`src/rtl/core/glyph_row_blitter_macros.svh`:
```
// assertion macros for the glyph row blitter
`ifndef GLYPH_ROW_BLITTER_MACROS_SVH
`define GLYPH_ROW_BLITTER_MACROS_SVH

// same-cycle implication under reset
`define GRB_ASSERT_NOW(lbl, clk, rst_n, ante, cons, msg) \
    lbl: assert property (@(posedge clk) disable iff (!rst_n) (ante) |-> (cons)) \
        else $error(msg);

// next-cycle implication under reset
`define GRB_ASSERT_NEXT(lbl, clk, rst_n, ante, cons, msg) \
    lbl: assert property (@(posedge clk) disable iff (!rst_n) (ante) |=> (cons)) \
        else $error(msg);

`endif

```
`src/rtl/core/grb_pkg.sv`:
```
// types and constants shared by the glyph row blitter
`timescale 1ns / 1ps

package grb_pkg;

    localparam int DEF_MAX_GLYPH_WIDTH = 64;

    localparam int CFG_IDX_W  = 3;
    localparam int CFG_DATA_W = 13;

    localparam logic [CFG_IDX_W-1:0] CFG_CLIP_X      = 3'd0;
    localparam logic [CFG_IDX_W-1:0] CFG_CLIP_Y      = 3'd1;
    localparam logic [CFG_IDX_W-1:0] CFG_CLIP_WIDTH  = 3'd2;
    localparam logic [CFG_IDX_W-1:0] CFG_CLIP_HEIGHT = 3'd3;
    localparam logic [CFG_IDX_W-1:0] CFG_ROW_PITCH   = 3'd4;

    typedef struct packed {
        logic        [63:0] row_bits;
        logic        [6:0]  font_w;
        logic        [6:0]  font_h;
        logic signed [7:0]  glyph_row;
        logic signed [15:0] dest_x;
        logic signed [15:0] dest_y;
        logic signed [7:0]  first_col;
        logic signed [7:0]  col_count;
        logic        [31:0] fg_colour;
        logic        [31:0] bg_colour;
        logic               draw_fg;
        logic               draw_bg;
    } t_item;

    typedef struct packed {
        logic [23:0] pixel_index;
        logic [31:0] pixel_value;
        logic        last_write;
    } t_result;

endpackage

```
`src/rtl/core/glyph_row_blitter.sv`:
```
// glyph row blitter: one glyph row in, clipped pixel writes out
//
//  channel   | handshake               | payload
//  ----------+-------------------------+---------------------------------
//  item in   | i_start, o_busy         | i_item (t_item)
//  result out| o_res_strobe            | o_result (t_result)
//  config    | i_cfg_we                | i_cfg_idx, i_cfg_data
//
// an accepted row that draws walks n columns, n the saturated column count:
// setup does the row base multiply, walk takes one column per cycle through the shared
// clip compare and index adder, and flush moves the held write out as the final transfer.
// a row rejected up front (no flags, zero size or count, row clipped) never leaves idle.
// results leave at most one per cycle and cannot be stalled.
// reset is synchronous, active low, and restores the default clip and pitch.
`timescale 1ns / 1ps
`include "glyph_row_blitter_macros.svh"

module glyph_row_blitter #(
    parameter int MAX_GLYPH_WIDTH = grb_pkg::DEF_MAX_GLYPH_WIDTH
) (
    input  logic                             i_clk,
    input  logic                             i_rst_n,
    input  logic                             i_start,
    output logic                             o_busy,
    input  grb_pkg::t_item                   i_item,
    output logic                             o_res_strobe,
    output grb_pkg::t_result                 o_result,
    input  logic                             i_cfg_we,
    input  logic [grb_pkg::CFG_IDX_W-1:0]    i_cfg_idx,
    input  logic [grb_pkg::CFG_DATA_W-1:0]   i_cfg_data
);
    import grb_pkg::*;

    localparam int NW = $clog2(MAX_GLYPH_WIDTH + 1);

    localparam logic [1:0] ST_IDLE  = 2'd0;
    localparam logic [1:0] ST_SETUP = 2'd1;
    localparam logic [1:0] ST_WALK  = 2'd2;
    localparam logic [1:0] ST_FLUSH = 2'd3;

    logic [1:0]  r_state, n_state;
    logic [11:0] r_clip_x, r_clip_y;
    logic [12:0] r_clip_w, r_clip_h, r_pitch;

    logic [63:0]        r_bits;
    logic [6:0]         r_gw;
    logic               r_row_in;
    logic signed [16:0] r_x;
    logic signed [8:0]  r_col;
    logic               r_back;
    logic [NW-1:0]      r_left;
    logic [31:0]        r_fg, r_bg;
    logic               r_dfg, r_dbg;
    logic [11:0]        r_dy_rel;
    logic [23:0]        r_base;

    logic        r_pend_vld;
    logic [23:0] r_pend_idx;
    logic [31:0] r_pend_val;
    logic        r_out_vld;
    t_result     r_out;

    // accept-time checks
    logic        accept, draws;
    logic [15:0] dy_u;
    logic [13:0] y_end, x_end;
    logic [7:0]  mag;
    logic [NW-1:0] n_sat;
    logic [6:0]  gw_sat;
    logic        row_in;

    // per-column unit
    logic        x_ok, col_ok, is_fg, hit;
    logic [15:0] x_rel;
    logic [23:0] pix_idx;
    logic [31:0] pix_val;
    logic [25:0] prod;

    assign accept = i_start && (r_state == ST_IDLE);
    assign dy_u   = i_item.dest_y[15:0];
    assign y_end  = {2'b0, r_clip_y} + {1'b0, r_clip_h};
    assign draws  = (i_item.draw_fg || i_item.draw_bg)
                 && (i_item.font_w != 7'd0) && (i_item.font_h != 7'd0)
                 && (i_item.col_count != 8'sd0)
                 && !i_item.dest_y[15]
                 && (dy_u >= {4'b0, r_clip_y})
                 && (dy_u < {2'b0, y_end});
    assign mag    = i_item.col_count[7] ? 8'(-i_item.col_count) : i_item.col_count;
    assign n_sat  = (mag > 8'(MAX_GLYPH_WIDTH)) ? NW'(MAX_GLYPH_WIDTH) : mag[NW-1:0];
    assign gw_sat = (i_item.font_w > 7'(MAX_GLYPH_WIDTH)) ? 7'(MAX_GLYPH_WIDTH)
                                                          : i_item.font_w;
    assign row_in = !i_item.glyph_row[7] && (i_item.glyph_row[6:0] < i_item.font_h);

    assign x_end   = {2'b0, r_clip_x} + {1'b0, r_clip_w};
    assign x_ok    = !r_x[16] && (r_x[15:0] >= {4'b0, r_clip_x})
                  && (r_x[15:0] < {2'b0, x_end});
    assign col_ok  = r_row_in && !r_col[8] && (r_col[7:0] < {1'b0, r_gw});
    assign is_fg   = col_ok && r_bits[~r_col[5:0]];
    assign hit     = x_ok && (is_fg ? r_dfg : r_dbg);
    assign x_rel   = r_x[15:0] - {4'b0, r_clip_x};
    assign pix_idx = r_base + {8'b0, x_rel};
    assign pix_val = is_fg ? r_fg : r_bg;
    assign prod    = r_pitch * {1'b0, r_dy_rel};

    always_comb begin
        n_state = r_state;
        unique case (r_state)
            ST_IDLE:  if (accept && draws) n_state = ST_SETUP;
            ST_SETUP: n_state = ST_WALK;
            ST_WALK:  if (r_left == NW'(1)) n_state = ST_FLUSH;
            ST_FLUSH: n_state = ST_IDLE;
            default:  n_state = ST_IDLE;
        endcase
    end

    always_ff @(posedge i_clk) begin
        if (!i_rst_n) begin
            r_state    <= ST_IDLE;
            r_clip_x   <= 12'd0;
            r_clip_y   <= 12'd0;
            r_clip_w   <= 13'd0;
            r_clip_h   <= 13'd0;
            r_pitch    <= 13'd1;
            r_pend_vld <= 1'b0;
            r_out_vld  <= 1'b0;
        end else begin
            r_state <= n_state;
            if (i_cfg_we) begin
                unique case (i_cfg_idx)
                    CFG_CLIP_X:      r_clip_x <= i_cfg_data[11:0];
                    CFG_CLIP_Y:      r_clip_y <= i_cfg_data[11:0];
                    CFG_CLIP_WIDTH:  r_clip_w <= i_cfg_data;
                    CFG_CLIP_HEIGHT: r_clip_h <= i_cfg_data;
                    CFG_ROW_PITCH:   r_pitch  <= i_cfg_data;
                    default: ;
                endcase
            end
            if (r_state == ST_WALK) begin
                r_out_vld <= hit && r_pend_vld;
                if (hit) begin
                    r_pend_vld <= 1'b1;
                end
            end else if (r_state == ST_FLUSH) begin
                r_pend_vld <= 1'b0;
                r_out_vld  <= r_pend_vld;
            end else begin
                r_out_vld <= 1'b0;
            end
        end
    end

    always_ff @(posedge i_clk) begin
        if (accept) begin
            r_bits   <= i_item.row_bits;
            r_gw     <= gw_sat;
            r_row_in <= row_in;
            r_x      <= 17'(i_item.dest_x);
            r_col    <= 9'(i_item.first_col);
            r_back   <= i_item.col_count[7];
            r_left   <= n_sat;
            r_fg     <= i_item.fg_colour;
            r_bg     <= i_item.bg_colour;
            r_dfg    <= i_item.draw_fg;
            r_dbg    <= i_item.draw_bg;
            r_dy_rel <= 12'(dy_u - {4'b0, r_clip_y});
        end
        if (r_state == ST_SETUP) begin
            r_base <= prod[23:0];
        end
        if (r_state == ST_WALK) begin
            r_x    <= r_x + 17'sd1;
            r_col  <= r_back ? r_col - 9'sd1 : r_col + 9'sd1;
            r_left <= r_left - NW'(1);
            if (hit) begin
                r_pend_idx <= pix_idx;
                r_pend_val <= pix_val;
                r_out      <= '{pixel_index: r_pend_idx, pixel_value: r_pend_val,
                                last_write: 1'b0};
            end
        end
        if (r_state == ST_FLUSH) begin
            r_out <= '{pixel_index: r_pend_idx, pixel_value: r_pend_val, last_write: 1'b1};
        end
    end

    assign o_busy       = (r_state != ST_IDLE);
    assign o_res_strobe = r_out_vld;
    assign o_result     = r_out;

    `GRB_ASSERT_NOW(a_pend_in_walk, i_clk, i_rst_n, r_pend_vld,
        (r_state == ST_WALK) || (r_state == ST_FLUSH), "held write outside a row walk")
    `GRB_ASSERT_NOW(a_last_ends_row, i_clk, i_rst_n, o_res_strobe && o_result.last_write,
        r_state == ST_IDLE, "final transfer while the row is still active")
    `GRB_ASSERT_NOW(a_strobe_from_work, i_clk, i_rst_n, o_res_strobe,
        $past(r_state == ST_WALK) || $past(r_state == ST_FLUSH),
        "transfer without a walking row")
    `GRB_ASSERT_NEXT(a_flush_clears, i_clk, i_rst_n, r_state == ST_FLUSH,
        !r_pend_vld, "held write survives the flush")

endmodule
```
`config.mk`:
```
export PLATFORM = sky130hd
export DESIGN_NAME = glyph_row_blitter
export DESIGN_NICKNAME = d
export VERILOG_FILES = /design/src/rtl/core/grb_pkg.sv /design/src/rtl/core/glyph_row_blitter.sv
export VERILOG_INCLUDE_DIRS = /design/src /design/src/rtl/core
export SDC_FILE = /design/constraint.sdc
export NUM_CORES = 1
export LEC_CHECK = 0
export BUFFER_PORTS_ARGS = -buffer_cell sky130_fd_sc_hd__buf_4
export CORE_MARGIN = 2
export CORE_UTILIZATION = 43
export DETAILED_ROUTE_END_ITERATION = 8
export MAX_ROUTING_LAYER = met4
export RECOVER_POWER = 50
export SETUP_SLACK_MARGIN = 0.1
export SLEW_MARGIN = 10
export SYNTH_ARGS = -nofsm -noshare
export SYNTH_HDL_FRONTEND = slang
export SYNTH_SLANG_ARGS = --single-unit
```
`constraint.sdc`:
```
create_clock -name i_clk -period 14.74 [get_ports i_clk]
set_input_delay 2.211 -clock i_clk [delete_from_list [all_inputs] [get_ports i_clk]]
set_output_delay 2.211 -clock i_clk [all_outputs]
set_load 0.005 [all_outputs]
```
======== Word level (Yosys, flattened, before mapping) ========
Cells that the tools add are included.
word-level totals
  output and inout bits ................... 59
  register bits ........................... 388
  bits of input ports ..................... 220
cells by class
  bitwise logic cells ..................... 1
  reduce and logical (&&, ||, !) cells .... 39
  equality and inequality tests ........... 11
  add/subtract/negate cells ............... 10
  multiplexer cells ....................... 24
  order comparisons ....................... 9
  $mul .................................... 1
operator list
  operator                                                               count
  57-bit two-way mux                                                     3
  17-bit two-way mux                                                     2
  16-bit by 12-bit greater-or-equal comparator with 1-bit output         2
  16-bit by 14-bit less-than comparator with 1-bit output                2
  32-bit two-way mux                                                     1
  12-bit by 13-bit adder with 14-bit output                              2
  9-bit two-way mux                                                      3
  24-bit by 16-bit adder with 24-bit output                              1
  13-bit by 12-bit multiplier with 24-bit output                         1
  7-bit two-way mux                                                      3
  2-bit AND reduction                                                    9
  17-bit by 2-bit adder with 17-bit output (second input constant)       1
  1-bit logical AND                                                      16
  16-bit by 12-bit subtractor with 16-bit output                         1
  7-bit nonzero test                                                     2
  12-bit subtractor                                                      1
  9-bit by 2-bit adder with 9-bit output (second input constant)         1
  9-bit by 2-bit subtractor with 9-bit output (second input constant)    1
  8-bit by 7-bit > comparator with 1-bit output (second input constant)  1
  8-bit by 7-bit less-than comparator with 1-bit output                  1
  8-bit two-way mux                                                      1
  8-bit negator                                                          1
  2-bit one-hot mux with 4 select lines                                  1
  2-bit nonzero test                                                     4
  other kinds (21)                                                       34

======== Longest topological paths before layout ========
  depth after elaboration ................. 10
  mapped depth ............................ 21

======== Least setup slack after synthesis ========
No wires, ideal clock.
  kind .................................... input to register
  start point ............................. in i_start
  end point ............................... reg r_back, enable pin
  stages on the path ...................... 2
  required time ........................... 14.236 ns
  arrival ................................. 5.213 ns
  setup time .............................. 0.504 ns
  slack ................................... 9.023 ns
  cells stage by stage .................... nand2_1 -> inv_1
on the way
  longest elaborated chain between the ends .. 1
ends and longest elaborated chain
  item                  line                      text
  start, declared       glyph_row_blitter.sv:23   input logic i_start,
  1-bit logical AND     glyph_row_blitter.sv:79   assign accept = i_start && (r_state == ST_IDLE);
  via accept            glyph_row_blitter.sv:64   logic accept, draws;
  end signal, assigned  glyph_row_blitter.sv:159  r_back <= i_item.col_count[7];
  end, declared         glyph_row_blitter.sv:50   logic r_back;
The timed path passes the listed nets, and every way through them passes these cells.
A chain may end at the register's enable or synchronous reset.

======== Worst setup path after layout ========
  start point ............................. in i_start
  end point ............................... reg r_dy_rel[4], enable pin
on the way
  longest elaborated chain between the ends .. 1
ends and longest elaborated chain
  item                  line                      text
  1-bit logical AND     glyph_row_blitter.sv:79
  via accept            glyph_row_blitter.sv:64
  end signal, assigned  glyph_row_blitter.sv:165  r_dy_rel <= 12'(dy_u - {4'b0, r_clip_y});
  end, declared         glyph_row_blitter.sv:54   logic [11:0] r_dy_rel;
The timed path passes the listed nets, and every way through them passes these cells.

==> impl_metrics.csv <==
group,metric,value,unit
power_and_ir_drop,pwr_density_cell,133.5,mW/mm^2
clocking,tritoncts,"done",
yosys,asyncSetResetFlopFracSynth,0,
power_and_ir_drop,static-leakage-power,0.01147,uW
yosys,syn_area,0.02383,sq mm
floorplan,die_area,0.05733,sq mm
yosys,yosys.cell_count.top_type,"sky130_fd_sc_hd__edfxtp_1",
floorplan,floorplan.initialDensity,0.4335,
clocking,clk_pin_slew_worst_paths,0.06,ns
grt,gr-usage-all-layers,0.2086,
drt,wire_per_inst,18.34,um
yosys,synth_largest_type_area_fraction,0.4032,
timing,number_of_hold_violations_in_the_final_report,0,
timing,timing.final.crit_share,0.4430,
timing,maxSlewHeadroom,-1.326,
grt,first_pass_grt_wire_length,89.74,mm
floorplan,die_w,239.4,um
clocking,clock_path_buffers,3,
clocking,clock_sink_count,388,
grt,grt_start_max_net_pins,80,
min_path,min_delay_path_class,"flip-flop to flip-flop",
run_status,violations,"capacitance limit, slew limit",
critical_path,setup_crit_end_kind,"flip-flop",
yosys,synth.largest_area_cell,"sky130_fd_sc_hd__edfxtp_1",
clocking,numCtsBuffers,44,
power_and_ir_drop,overall_power_after_layout,3749,uW
yosys,synthesis.instances,2103,
yosys,ffs_latches_synth,388,
drt,drc,0,
clocking,cts_root_buffer,"sky130_fd_sc_hd__clkbuf_16",
critical_path,critPathKind,"input port to flip-flop",
timing,timing_worst_slew_pin_value,3.470,ns
critical_path,critical_path_required,14.93,ns
floorplan,io-pin-count,279,
yosys,postSynthNetCount,2616,
grt,grt-ovfl-total,0,
drt,drt_iter0_drc,854,
floorplan,core_region_area,0.05499,sq mm
drt,number_of_detailed_routing_iterations_run_before_antenna_repair,5,
yosys,ys_warn_count,0,
grt,grt_pass1_vias,16231,
clocking,post_cts_resize_count,0,
drt,via_per_inst,5.030,
placed_design,numPortBuffers,278,
cells_and_area,post-route-util,0.5106,
drt,postRouteAntennaNets,0,
critical_path,critPathArrivalTime,6.72,ns
timing,fmaxAchievable,153.1,MHz
cells_and_area,layout-drive-gt1-share,0.1791,
timing,tns,0,ns
clocking,cts-hold-fix-buffers,0,
cells_and_area,syn_to_final_growth,17.80,%
drt,vias,15848,
placed_design,finalWeightedCongestion,0.8933,
run,drv.max_cap_violation_count,1,
yosys,synth_top_cells_by_count,"sky130_fd_sc_hd__edfxtp_1 (320), sky130_fd_sc_hd__nand2_1 (286), sky130_fd_sc_hd__inv_1 (232), sky130_fd_sc_hd__ha_1 (178), sky130_fd_sc_hd__fa_1 (115)",
timing,grt_setup_unrepaired,"no",
placed_design,estimated_wirelength_of_the_detail_placed_design,44.28,mm
run_status,run_status,"finished with violations",
floorplan,num_rows,86,
yosys,yosys-top-cells-area,"sky130_fd_sc_hd__edfxtp_1 (40%), sky130_fd_sc_hd__fa_1 (9.7%), sky130_fd_sc_hd__ha_1 (9.3%), sky130_fd_sc_hd__dfxtp_1 (5.7%), sky130_fd_sc_hd__nand2_1 (4.5%)",
timing,finalClockSkew,0.02752,ns
yosys,synth_enable_flop_cells,320,
power_and_ir_drop,irDropWorstVdd,0.00009424,V
clocking,post_cts_setup_inserts,0,
yosys,seq_area_frac_synth,0.4603,
grt,grt_antenna_before_repair,2,
yosys,syn-mean-instance-area,11.33,sq um
drt,postRouteWirelength,57.78,mm
critical_path,timing.critical_path.from_type,"input port",
timing,fin_crit,6.530,ns
floorplan,die_y,239.4,um
yosys,synthDistinctLibCells,64,
cells_and_area,num-nets-final,2880,
timing,report.final.slew_viol_count,80,
critical_path,crit_fanout,79,
clocking,worstSkewPairLatency,0.60,ns
clocking,cts_max_level,2,
timing,setup_viol,0,
yosys,synth-main-ff-cell,"sky130_fd_sc_hd__edfxtp_1",
-- placed cells by master, fill, tap and decap left out, drive strengths merged, types with 42 or more instances in the layout --
cell type,Yosys,routed
a21boi,66,66
a21oi,83,83
and2,55,55
buf,15,106
clkbuf,55,233
dfxtp,68,68
edfxtp,320,320
fa,115,115
ha,178,178
inv,232,232
mux2,42,42
nand2,286,286
nor2,76,76
nor2b,81,81
xnor2,75,75
-- where the power goes --
part / switching [uW] / total, uW / internal, uW
combinational: 592 / 1050 / 454
clock: 471 / 1140 / 673
sequential: 118 / 1560 / 1440
total: 1180 / 3750 / 2570
-- stage by stage --
| stage | hold slack (ns) | setup WS, ns | std cells | area, sq um |
|---|---|---|---|---|
| 2_1_floorplan | 0.4122 | 9.023 | 2103 | 23830 |
| 3_3_place_gp | 0.4161 | 8.908 | 3069 | 26630 |
| 3_5_place_dp | 0.4366 | 8.845 | 3069 | 26630 |
| 4_1_cts | 0.4382 | 8.863 | 3149 | 28170 |
| 5_1_grt | 0.4540 | 7.599 | 3151 | 28080 |
| 6_report | 0.4313 | 8.210 | 3151 | 28080 |
-- layer usage --
| metal | share of wire | track usage | vias to the layer above |
|---|---|---|---|
| li1 | - | - | 7744 |
| met1 | 0.45 | 0.2672 | 7650 |
| met2 | 0.47 | 0.3388 | 364 |
| met3 | 0.052 | 0.03527 | 90 |
| met4 | 0.029 | 0.06591 | 0 |
| met5 | 0 | - | - |
-- critical path: stages --
cell	delay, ns
sky130_fd_sc_hd__clkbuf_1	0.11
sky130_fd_sc_hd__nand2_1	0.22
sky130_fd_sc_hd__clkinvlp_2	2.60
sky130_fd_sc_hd__buf_4	1.37
-- registers in the layout, summed over array words and instances (netlist names), 13 cells and up --
signal and count:
r_clip_h 13, r_fg 32, r_base 24, r_pend_val 32, o_result 57, r_pend_idx 24, r_bits 64, r_pitch 13
r_x 17, r_clip_w 13, r_bg 32
-- worst paths after layout --
| path | startpoint | end | slack (ns) | depth (start not counted) |
|---|---|---|---|---|
| worst max-delay path | i_start | r_dy_rel[4]$_DFFE_PP_ | 8.21 | 4 |
| worst min-delay path | r_pend_vld$_SDFFE_PN0P_ | o_res_strobe$_SDFF_PN0_ | 0.43 | 2 |
| worst max register to register | r_dy_rel[8]$_DFFE_PP_ | r_base[22]$_DFFE_PN_ | 8.85 | 18 |
| worst min register to register | r_pend_vld$_SDFFE_PN0P_ | o_res_strobe$_SDFF_PN0_ | 0.43 | 2 |
-- cell families after synthesis --
logic type | after synthesis | share of synthesized area
multiplexers | 66 | 0.03706
adder cells (fa/ha/maj) | 293 | 0.1900
AO/OA/AOI/OAI | 325 | 0.09134
buffers and inverters | 302 | 0.05029
flip-flops | 388 | 0.4603
XOR/XNOR | 115 | 0.04226
AND/OR/NAND/NOR | 614 | 0.1287
-- final cells by class --
class	count	area, sq um
antenna	2	5.005
clock buffer	51	1147
clock inverter	29	390.4
fill	4857	26910
inverter	232	872.1
multi-input combinational	1413	11690
sequential	388	10970
tap	748	935.9
timing repair buffer	288	2068
(Power assumes the default switching activity.)
